### config.mk
export PLATFORM = sky130hd
export DESIGN_NAME = framed_message_receiver_flat
export DESIGN_NICKNAME = d
export VERILOG_FILES = /design/src/hw/rtl/fmr_pkg.sv /design/src/hw/rtl/fmr_channels.sv /design/src/hw/rtl/framed_message_receiver.sv /design/src/hw/rtl/fmr_core.sv /design/src/flat_wrapper.sv
export SDC_FILE = /design/constraint.sdc
export NUM_CORES = 1
export LEC_CHECK = 0
export ABC_AREA = 1
export BUFFER_PORTS_ARGS = -buffer_cell sky130_fd_sc_hd__buf_2
export CORE_MARGIN = 4
export CORE_UTILIZATION = 40
export DETAILED_ROUTE_END_ITERATION = 8
export HOLD_SLACK_MARGIN = 0.02
export SKIP_LAST_GASP = 1
export SLEW_MARGIN = 20
export SYNTH_ARGS = -nofsm -noshare
export SYNTH_HDL_FRONTEND = slang
export SYNTH_SLANG_ARGS = --single-unit
export TNS_END_PERCENT = 50
### constraint.sdc
create_clock -name clock -period 5.42 [get_ports clock]
set_clock_uncertainty 0.15 [all_clocks]
set_input_delay 1.084 -clock clock [delete_from_list [all_inputs] [get_ports clock]]
set_output_delay 1.084 -clock clock [all_outputs]
set_load 0.005 [all_outputs]
### src/hw/rtl/fmr_pkg.sv
// ----------------------------------------------------------------------------
// fmr_pkg
// Shared types and constants of the framed message receiver.
// ----------------------------------------------------------------------------
package fmr_pkg;

   localparam int unsigned BYTE_W   = 8;
   localparam int unsigned CSR_IDX_W = 3;
   localparam int unsigned NUM_SRC  = 5;

   // register indexes
   localparam logic [CSR_IDX_W-1:0] CSR_START_BYTE = 3'd0;
   localparam logic [CSR_IDX_W-1:0] CSR_END_BYTE   = 3'd1;
   localparam logic [CSR_IDX_W-1:0] CSR_SRC_A      = 3'd2;
   localparam logic [CSR_IDX_W-1:0] CSR_SRC_B      = 3'd3;
   localparam logic [CSR_IDX_W-1:0] CSR_SRC_C      = 3'd4;
   localparam logic [CSR_IDX_W-1:0] CSR_SRC_D      = 3'd5;
   localparam logic [CSR_IDX_W-1:0] CSR_SRC_E      = 3'd6;

   // register reset values
   localparam logic [BYTE_W-1:0] RST_START_BYTE = 8'h02;
   localparam logic [BYTE_W-1:0] RST_END_BYTE   = 8'h03;
   localparam logic [BYTE_W-1:0] RST_SRC_A      = 8'h41;
   localparam logic [BYTE_W-1:0] RST_SRC_B      = 8'h42;
   localparam logic [BYTE_W-1:0] RST_SRC_C      = 8'h43;
   localparam logic [BYTE_W-1:0] RST_SRC_D      = 8'h44;
   localparam logic [BYTE_W-1:0] RST_SRC_E      = 8'h45;

   localparam logic [BYTE_W-1:0] SUM_INIT = 8'hFF;

   typedef struct packed {
      logic [BYTE_W-1:0]               start_byte;
      logic [BYTE_W-1:0]               end_byte;
      logic [NUM_SRC-1:0][BYTE_W-1:0] source_codes;
   } cfg_type;

   typedef struct packed {
      logic              data_valid;
      logic [BYTE_W-1:0] data_byte;
      logic [BYTE_W-1:0] data_index;
      logic              frame_error;
      logic              frame_done;
      logic [BYTE_W-1:0] sender_code;
      logic [BYTE_W-1:0] message_count;
   } result_type;

endpackage

### src/hw/rtl/fmr_channels.sv
// ----------------------------------------------------------------------------
// fmr_channels
// Valid/ready channels of the receiver: byte request and result response.
// ----------------------------------------------------------------------------
interface fmr_req_if;
   logic       valid;
   logic       ready;
   logic [7:0] rx_byte;

   modport source (output valid, output rx_byte, input ready);
   modport sink   (input valid, input rx_byte, output ready);
endinterface

interface fmr_rsp_if;
   logic       valid;
   logic       ready;
   logic       data_valid;
   logic [7:0] data_byte;
   logic [7:0] data_index;
   logic       frame_error;
   logic       frame_done;
   logic [7:0] sender_code;
   logic [7:0] message_count;

   modport source (output valid, output data_valid, output data_byte, output data_index,
                   output frame_error, output frame_done, output sender_code,
                   output message_count, input ready);
   modport sink   (input valid, input data_valid, input data_byte, input data_index,
                   input frame_error, input frame_done, input sender_code,
                   input message_count, output ready);
endinterface

### src/hw/rtl/framed_message_receiver.sv
// ----------------------------------------------------------------------------
// framed_message_receiver
// Parses start/dest/source/count/length/data/checksum/end frames byte by byte.
// ----------------------------------------------------------------------------
//  port     dir   handshake     payload
//  req_ch   in    valid/ready   rx_byte
//  rsp_ch   out   valid/ready   data_valid, data_byte, data_index, frame_error,
//                               frame_done, sender_code, message_count
//  csr_*    in    csr_we        csr_index, csr_wdata (write only)
//
//  One transaction per cycle unless stalled; one registered response per byte.
//  The frame state advances in a single step from the state registers into
//  the response register. req_ch.ready is low only while a response waits.
//  Synchronous active-high reset; registers but rsp_ff return to defaults.
// ----------------------------------------------------------------------------
module framed_message_receiver #(
   parameter int unsigned MAX_MESSAGE_BYTES = 256
) (
   input  logic        clock,
   input  logic        reset,
   fmr_req_if.sink     req_ch,
   fmr_rsp_if.source   rsp_ch,
   input  logic        csr_we,
   input  logic [2:0]  csr_index,
   input  logic [7:0]  csr_wdata
);

   fmr_pkg::cfg_type    cfg_ff;
   fmr_pkg::result_type core_result;
   fmr_pkg::result_type rsp_ff;
   logic                rsp_valid_ff;
   logic                step;

   assign req_ch.ready = !rsp_valid_ff || rsp_ch.ready;
   assign step         = req_ch.valid && req_ch.ready;

   always_ff @(posedge clock) begin
      if (reset) begin
         cfg_ff.start_byte      <= fmr_pkg::RST_START_BYTE;
         cfg_ff.end_byte        <= fmr_pkg::RST_END_BYTE;
         cfg_ff.source_codes[0] <= fmr_pkg::RST_SRC_A;
         cfg_ff.source_codes[1] <= fmr_pkg::RST_SRC_B;
         cfg_ff.source_codes[2] <= fmr_pkg::RST_SRC_C;
         cfg_ff.source_codes[3] <= fmr_pkg::RST_SRC_D;
         cfg_ff.source_codes[4] <= fmr_pkg::RST_SRC_E;
      end else if (csr_we) begin
         unique case (csr_index)
            fmr_pkg::CSR_START_BYTE: cfg_ff.start_byte      <= csr_wdata;
            fmr_pkg::CSR_END_BYTE:   cfg_ff.end_byte        <= csr_wdata;
            fmr_pkg::CSR_SRC_A:      cfg_ff.source_codes[0] <= csr_wdata;
            fmr_pkg::CSR_SRC_B:      cfg_ff.source_codes[1] <= csr_wdata;
            fmr_pkg::CSR_SRC_C:      cfg_ff.source_codes[2] <= csr_wdata;
            fmr_pkg::CSR_SRC_D:      cfg_ff.source_codes[3] <= csr_wdata;
            fmr_pkg::CSR_SRC_E:      cfg_ff.source_codes[4] <= csr_wdata;
            default: ;
         endcase
      end
   end

   fmr_core #(
      .MAX_MESSAGE_BYTES (MAX_MESSAGE_BYTES)
   ) u_core (
      .clock   (clock),
      .reset   (reset),
      .step    (step),
      .rx_byte (req_ch.rx_byte),
      .cfg     (cfg_ff),
      .result  (core_result)
   );

   always_ff @(posedge clock) begin
      if (reset) begin
         rsp_valid_ff <= 1'b0;
      end else if (req_ch.ready) begin
         rsp_valid_ff <= req_ch.valid;
      end
   end

   always_ff @(posedge clock) begin
      if (step) begin
         rsp_ff <= core_result;
      end
   end

   assign rsp_ch.valid         = rsp_valid_ff;
   assign rsp_ch.data_valid    = rsp_ff.data_valid;
   assign rsp_ch.data_byte     = rsp_ff.data_byte;
   assign rsp_ch.data_index    = rsp_ff.data_index;
   assign rsp_ch.frame_error   = rsp_ff.frame_error;
   assign rsp_ch.frame_done    = rsp_ff.frame_done;
   assign rsp_ch.sender_code   = rsp_ff.sender_code;
   assign rsp_ch.message_count = rsp_ff.message_count;

`ifndef SYNTHESIS
   a_done_not_err: assert property (@(posedge clock) disable iff (reset)
      rsp_valid_ff |-> !(rsp_ff.frame_done && rsp_ff.frame_error))
      else $error("frame reported both good and bad");
   a_done_not_data: assert property (@(posedge clock) disable iff (reset)
      rsp_valid_ff |-> !(rsp_ff.frame_done && rsp_ff.data_valid))
      else $error("data byte flagged as frame end");
   a_accept_resp: assert property (@(posedge clock) disable iff (reset)
      step |=> rsp_valid_ff)
      else $error("accepted transaction produced no response");
`endif

endmodule

### src/hw/rtl/fmr_core.sv
// ----------------------------------------------------------------------------
// fmr_core
// Frame state, length, index and checksum; one byte step per transaction.
// ----------------------------------------------------------------------------
module fmr_core #(
   parameter int unsigned MAX_MESSAGE_BYTES = 256
) (
   input  logic                clock,
   input  logic                reset,
   input  logic                step,
   input  logic [7:0]          rx_byte,
   input  fmr_pkg::cfg_type    cfg,
   output fmr_pkg::result_type result
);

   localparam int unsigned IDX_W = $clog2(MAX_MESSAGE_BYTES + 1);
   localparam logic [15:0] LEN_LIMIT = 16'(MAX_MESSAGE_BYTES - 8);
   localparam logic [IDX_W-1:0] IDX_MAX = IDX_W'(MAX_MESSAGE_BYTES);

   typedef enum logic [3:0] {
      PH_IDLE, PH_DEST, PH_SOURCE, PH_COUNT, PH_LEN_HI, PH_LEN_LO, PH_DATA, PH_SUM, PH_END
   } phase_type;

   phase_type        phase_ff, phase_in;
   logic [IDX_W-1:0] wi_ff, wi_in;
   logic [15:0]      len_ff, len_in;
   logic [7:0]       sum_ff, sum_in;
   logic             zero_ff, zero_in;
   logic [7:0]       sender_ff, sender_in;
   logic [7:0]       count_ff, count_in;

   logic [IDX_W-1:0] wi_inc;
   logic [IDX_W+7:0] wi_ext;
   logic [15:0]      len_lo;
   logic             src_ok;

   assign wi_inc = wi_ff + 1'b1;
   assign wi_ext = {8'b0, wi_ff};
   assign len_lo = {len_ff[15:8], rx_byte};

   always_comb begin
      src_ok = 1'b0;
      for (int i = 0; i < fmr_pkg::NUM_SRC; i++) begin
         if (cfg.source_codes[i] == rx_byte) src_ok = 1'b1;
      end
   end

   always_comb begin
      phase_in  = phase_ff;
      wi_in     = wi_ff;
      len_in    = len_ff;
      sum_in    = sum_ff;
      zero_in   = zero_ff;
      sender_in = sender_ff;
      count_in  = count_ff;
      result    = '0;

      unique case (phase_ff)
         PH_IDLE: begin
            wi_in   = '0;
            len_in  = '0;
            sum_in  = fmr_pkg::SUM_INIT;
            zero_in = 1'b0;
            if (rx_byte == cfg.start_byte) phase_in = PH_DEST;
         end
         PH_DEST: phase_in = PH_SOURCE;
         PH_SOURCE: begin
            if (src_ok) begin
               sender_in = rx_byte;
               phase_in  = PH_COUNT;
            end else begin
               result.frame_error = 1'b1;
               phase_in           = PH_IDLE;
            end
         end
         PH_COUNT: begin
            count_in = rx_byte;
            phase_in = PH_LEN_HI;
         end
         PH_LEN_HI: begin
            len_in   = {rx_byte, 8'h00};
            phase_in = PH_LEN_LO;
         end
         PH_LEN_LO: begin
            len_in = len_lo;
            if (len_lo > LEN_LIMIT) begin
               result.frame_error = 1'b1;
               phase_in           = PH_IDLE;
            end else begin
               phase_in = PH_DATA;
            end
         end
         PH_DATA: begin
            result.data_valid = 1'b1;
            result.data_byte  = rx_byte;
            result.data_index = wi_ext[7:0];
            if (!zero_ff) begin
               if (rx_byte == 8'h00) zero_in = 1'b1;
               else                  sum_in  = sum_ff + rx_byte;
            end
            wi_in = wi_inc;
            if (16'(wi_inc) >= len_ff || wi_inc >= IDX_MAX) begin
               phase_in = PH_SUM;
               wi_in    = '0;
            end
            // end byte overrides start byte
            if (rx_byte == cfg.start_byte) begin
               result.frame_error = 1'b1;
               phase_in           = PH_DEST;
            end
            if (rx_byte == cfg.end_byte) begin
               result.frame_error = 1'b1;
               phase_in           = PH_IDLE;
            end
         end
         PH_SUM: begin
            if (rx_byte != sum_ff) begin
               result.frame_error = 1'b1;
               phase_in           = PH_IDLE;
            end else begin
               phase_in = PH_END;
            end
         end
         PH_END: begin
            phase_in = PH_IDLE;
            if (rx_byte != cfg.end_byte) result.frame_error = 1'b1;
            else                         result.frame_done  = 1'b1;
         end
         default: phase_in = PH_IDLE;
      endcase

      result.sender_code   = sender_in;
      result.message_count = count_in;
   end

   always_ff @(posedge clock) begin
      if (reset) begin
         phase_ff  <= PH_IDLE;
         wi_ff     <= '0;
         len_ff    <= '0;
         sum_ff    <= fmr_pkg::SUM_INIT;
         zero_ff   <= 1'b0;
         sender_ff <= '0;
         count_ff  <= '0;
      end else if (step) begin
         phase_ff  <= phase_in;
         wi_ff     <= wi_in;
         len_ff    <= len_in;
         sum_ff    <= sum_in;
         zero_ff   <= zero_in;
         sender_ff <= sender_in;
         count_ff  <= count_in;
      end
   end

`ifndef SYNTHESIS
   a_idx_range: assert property (@(posedge clock) disable iff (reset)
      wi_ff < IDX_MAX)
      else $error("write index out of range");
   a_len_bound: assert property (@(posedge clock) disable iff (reset)
      phase_ff == PH_DATA |-> len_ff <= LEN_LIMIT)
      else $error("data phase entered with oversized length");
   a_idle_clears: assert property (@(posedge clock) disable iff (reset)
      step && phase_ff == PH_IDLE |=> wi_ff == '0 && sum_ff == fmr_pkg::SUM_INIT && !zero_ff)
      else $error("idle byte did not clear frame state");
`endif

endmodule
### src/flat_wrapper.sv
// flat-port wrapper written by rule: the top's interface ports become plain ports
module framed_message_receiver_flat 
#(
   parameter int unsigned MAX_MESSAGE_BYTES = 256
)
  (clock, reset, csr_we, csr_index, csr_wdata, req_ch_valid, req_ch_rx_byte, req_ch_ready, rsp_ch_valid, rsp_ch_data_valid, rsp_ch_data_byte, rsp_ch_data_index, rsp_ch_frame_error, rsp_ch_frame_done, rsp_ch_sender_code, rsp_ch_message_count, rsp_ch_ready);
  fmr_req_if req_ch_i ();
  fmr_rsp_if rsp_ch_i ();
  input  logic clock;
  input  logic reset;
  input  logic csr_we;
  input  logic [2:0] csr_index;
  input  logic [7:0] csr_wdata;
  input wire logic [$bits(req_ch_i.valid)-1:0] req_ch_valid;
  input wire logic [$bits(req_ch_i.rx_byte)-1:0] req_ch_rx_byte;
  output wire logic [$bits(req_ch_i.ready)-1:0] req_ch_ready;
  output wire logic [$bits(rsp_ch_i.valid)-1:0] rsp_ch_valid;
  output wire logic [$bits(rsp_ch_i.data_valid)-1:0] rsp_ch_data_valid;
  output wire logic [$bits(rsp_ch_i.data_byte)-1:0] rsp_ch_data_byte;
  output wire logic [$bits(rsp_ch_i.data_index)-1:0] rsp_ch_data_index;
  output wire logic [$bits(rsp_ch_i.frame_error)-1:0] rsp_ch_frame_error;
  output wire logic [$bits(rsp_ch_i.frame_done)-1:0] rsp_ch_frame_done;
  output wire logic [$bits(rsp_ch_i.sender_code)-1:0] rsp_ch_sender_code;
  output wire logic [$bits(rsp_ch_i.message_count)-1:0] rsp_ch_message_count;
  input wire logic [$bits(rsp_ch_i.ready)-1:0] rsp_ch_ready;
  assign req_ch_i.valid = req_ch_valid;
  assign req_ch_i.rx_byte = req_ch_rx_byte;
  assign req_ch_ready = req_ch_i.ready;
  assign rsp_ch_valid = rsp_ch_i.valid;
  assign rsp_ch_data_valid = rsp_ch_i.data_valid;
  assign rsp_ch_data_byte = rsp_ch_i.data_byte;
  assign rsp_ch_data_index = rsp_ch_i.data_index;
  assign rsp_ch_frame_error = rsp_ch_i.frame_error;
  assign rsp_ch_frame_done = rsp_ch_i.frame_done;
  assign rsp_ch_sender_code = rsp_ch_i.sender_code;
  assign rsp_ch_message_count = rsp_ch_i.message_count;
  assign rsp_ch_i.ready = rsp_ch_ready;
  framed_message_receiver #(.MAX_MESSAGE_BYTES(MAX_MESSAGE_BYTES)) u_core (.clock(clock), .reset(reset), .req_ch(req_ch_i), .rsp_ch(rsp_ch_i), .csr_we(csr_we), .csr_index(csr_index), .csr_wdata(csr_wdata));
endmodule
==> impl_metrics.env <==
export IMPL_status="complete, no violations"
export IMPL_rows=48
export IMPL_final_common_cell="nand2_1"
export IMPL_first_iter_violations=442
export IMPL_reg2regPathDepth=18
export IMPL_cts_inserted_buffers=17
export IMPL_syn_inst=953
export IMPL_placed_cells=1214
export IMPL_p_sw_share_pct=31.9
export IMPL_ir_worst_vdd_uv=289
export IMPL_finalHoldViolCount=0
export IMPL_crit_buf_inv=4
export IMPL_p_sw_uw=962
export IMPL_fin_util_pct=47.0
export IMPL_p_per_area_mw_per_mm2=368
export IMPL_clock_root_buffer="clkbuf_16"
export IMPL_antenna_found_initial=0
export IMPL_p_leak_uw=0.00364
export IMPL_grt_first_pass_wirelength_mm=28.6
export IMPL_antenna_cells=0
export IMPL_drive_gt1_share_pct=12.2
export IMPL_synth_simple_area_share_pct=27.7
export IMPL_area_growth_pct=13.6
export IMPL_r2r_start="u_core.u_core.wi_ff[0]"
export IMPL_overflow=0
export IMPL_register_area_mm2=0.00327
export IMPL_cp_start_kind="input pin"
export IMPL_regMostFlops="u_core.cfg_ff"
export IMPL_ys_ff_latch=146
export IMPL_period_share_pct=51.5
export IMPL_largest_reg_flops=56
export IMPL_syn_area_per_cell_um2=7.58
export IMPL_timing_rr_end="u_core.u_core.wi_ff[7]"
export IMPL_grtUsageTotal_pct=17.9
export IMPL_cp_end_kind="flip-flop"
export IMPL_path_common_cell="nand2_1"
export IMPL_power_share_combinational_pct=20.3
export IMPL_vias_per_cell=4.91
export IMPL_ys_warn_count=0
export IMPL_num_io_pins=61
export IMPL_crit_family="simple AND/OR/NAND/NOR gates"
export IMPL_die_w_um=142
export IMPL_crit_chain="buf_2 > inv_1 > nand2_1 > nand2_1 > inv_2 > buf_4 > nand2_1 > nor2_2 > nand3_1 > nand2_1 > nor2_1"
export IMPL_synth_compound_area_share_pct=9.65
export IMPL_postCtsSetupBuffers=0
export IMPL_post_drt_wl_per_cell_um=14.3
export IMPL_drv_cap=0
export IMPL_final_setup_tns_ps=0
export IMPL_synth_nets=995
export IMPL_max_freq_mhz=358
export IMPL_synthMuxAreaShare_pct=0
export IMPL_multi_input_area_mm2=0.00337
export IMPL_cellInternalPower_uw=2050
export IMPL_critPathMaxFanout=60
export IMPL_synth_top_family_by_area="simple AND/OR/NAND/NOR gates"
export IMPL_synth_distinct_cells=40
export IMPL_cts_tree="done"
export IMPL_clk_latency_ps=430
export IMPL_synth_adder_area_share_pct=3.22
export IMPL_ant_nets=0
export IMPL_fp_coreArea_mm2=0.0175
export IMPL_initial_core_util_pct=41.3
export IMPL_worstPathRequired_ps=5600
export IMPL_clkPwrFrac_pct=37.3
export IMPL_vias=6116
export IMPL_grt_max_degree=61
export IMPL_worstMarginPinSlew_ps=1020
export IMPL_clk_pin_slew_ps=70
export IMPL_min_from="u_core.u_core.wi_ff[8]"
export IMPL_final_max_slew_violation_count=0
export IMPL_rsz0062_at_grt="no"
export IMPL_clk_path_buf_depth=2
export IMPL_final_nets=1050
export IMPL_layout_common_cells="206 x nand2_1, 185 x nor2_1, 111 x dfxtp_1, 96 x inv_1, 75 x o21ai_0"
export IMPL_crit_slowest_cell="buf_4"
export IMPL_min_path_cells=2
export IMPL_yosysSeqAreaShare_pct=45.3
export IMPL_critPathMaxStageDelay_ps=560
export IMPL_layout_min_cycle_time_ps=2790
export IMPL_drt_total_wl_mm=17.8
export IMPL_seqPwrFrac_pct=42.4
export IMPL_grt_pass1_vias=5358
export IMPL_stdcell_count=1246
export IMPL_gp_congestion=0.800
export IMPL_arrival_ps=2970
export IMPL_holdPathEnd="u_core.u_core.wi_ff[8]"
export IMPL_hpwl_mm=11.8
export IMPL_die_area_mm2=0.0203
export IMPL_hold_class="reg -> reg"
export IMPL_postCtsResizedCells=0
export IMPL_htree_levels=4
export IMPL_synth_area_mm2=0.00722
export IMPL_drc=0
export IMPL_ctsHoldBuffers=0
export IMPL_setup_viol=0
export IMPL_cp_depth=11
export IMPL_timing_slew_headroom_pct=31.6
export IMPL_cts_sink_count=146
export IMPL_regToRegSetupSlack_ps=2630
export IMPL_biggestRegsByFlops="u_core.cfg_ff (56), u_core.u_core.len_ff (16), u_core.u_core.wi_ff (9)"
export IMPL_dr_pass1_iters=6
export IMPL_path_class="in -> reg"
export IMPL_dieHeight_um=142
export IMPL_yosys_area_share_xor_xnor_pct=6.06
export IMPL_fill_cells=1752
export IMPL_io_buffers=60
[Yosys cell counts (all sizes together)]
master | count | area [um^2]
a21o | 1 | 7.51
a21oi | 37 | 185
a22oi | 1 | 7.51
a31oi | 2 | 12.5
buf | 11 | 90.1
clkbuf | 14 | 72.6
clkinv | 5 | 18.8
dfxtp | 111 | 2220
dlygate4sd1 | 2 | 17.5
edfxtp | 35 | 1050
fa | 1 | 20.0
ha | 17 | 213
inv | 101 | 379
nand2 | 214 | 833
nand3 | 45 | 245
nand4 | 7 | 43.8
nor2 | 192 | 743
nor3 | 11 | 92.6
nor4 | 3 | 18.8
o211ai | 6 | 45.0
o21ai | 78 | 390
o21bai | 4 | 41.3
o31ai | 1 | 7.51
or2 | 4 | 25.0
xnor2 | 43 | 377
xor2 | 7 | 61.3
[cell families (layout without fill, tap and decap cells)]
logic type,after synthesis,count (layout)
and+or+nand+nor,476,476
DFF,146,146
buffers and inverters,133,201
AOI/OAI and AO/OA,130,130
xor gates and xnor gates,50,50
adders and majority gates,18,18
[worst max path at each step]
stage                         startpoint                         to
4_1_cts        u_core.u_core.phase_ff[3]    u_core.u_core.sum_ff[4]
2_1_floorplan          req_ch_rx_byte[2]    u_core.u_core.sum_ff[7]
6_report                    rsp_ch_ready  u_core.u_core.phase_ff[1]
5_1_grt           u_core.u_core.wi_ff[2]     u_core.u_core.wi_ff[7]
3_3_place_gp                rsp_ch_ready  u_core.u_core.phase_ff[0]
3_5_place_dp                rsp_ch_ready  u_core.u_core.phase_ff[1]
[per-layer routing]
metal / routed length [um] / up-vias / track usage (%)
met5: 0 / - / 0
met1: 8610 / 2810 / 25.2
met2: 8130 / 149 / 28.1
met3: 904 / 16 / 3.83
li1: - / 3141 / -
met4: 194 / 0 / 4.50
[stage by stage]
stage          total power, uW  instance area (um^2)  setup slack (ps)  hold slack [ps]
3_3_place_gp              1910                  7640              2260              295
2_1_floorplan             1750                  7220              2870              280
5_1_grt                   3180                  8210              2310              333
6_report                  3020                  8210              2630              308
4_1_cts                   3030                  8210              2630              307
3_5_place_dp              1900                  7640              2220              298
[worst register-to-register path: stages, from the launching register on]
cell,delay [ps]
dfxtp_1,400
ha_1,210
nand3_1,120
inv_1,120
nand3_1,100
xor2_1,150
inv_1,80
ha_1,260
nand2_1,80
inv_1,40
nand2_1,50
nand2_1,50
nor2_1,100
nand2_1,60
nand2_1,50
nand2_1,140
nor3_4,320
nand2_1,90
a21oi_1,140
[power groups by stage]
| stage | registers, uW | logic, uW | clock network [uW] |
|---|---|---|---|
| 2_1_floorplan | 1290 | 456 | 0 |
| 3_3_place_gp | 1300 | 608 | 0 |
| 3_5_place_dp | 1300 | 604 | 0 |
| 4_1_cts | 1280 | 613 | 1150 |
| 5_1_grt | 1290 | 694 | 1200 |
| 6_report | 1280 | 613 | 1130 |
[layout make-up]
| class | instances | share of cell area (%) |
|---|---|---|
| multi-input cells | 674 | 41.1 |
| clock buffers | 19 | 5.28 |
| well taps | 225 | 3.43 |
| repair buffers | 63 | 3.93 |
| flip-flops and latches | 146 | 39.9 |
| clock inverters | 13 | 1.56 |
| inverters | 106 | 4.85 |
(Power assumes the default switching activity.)
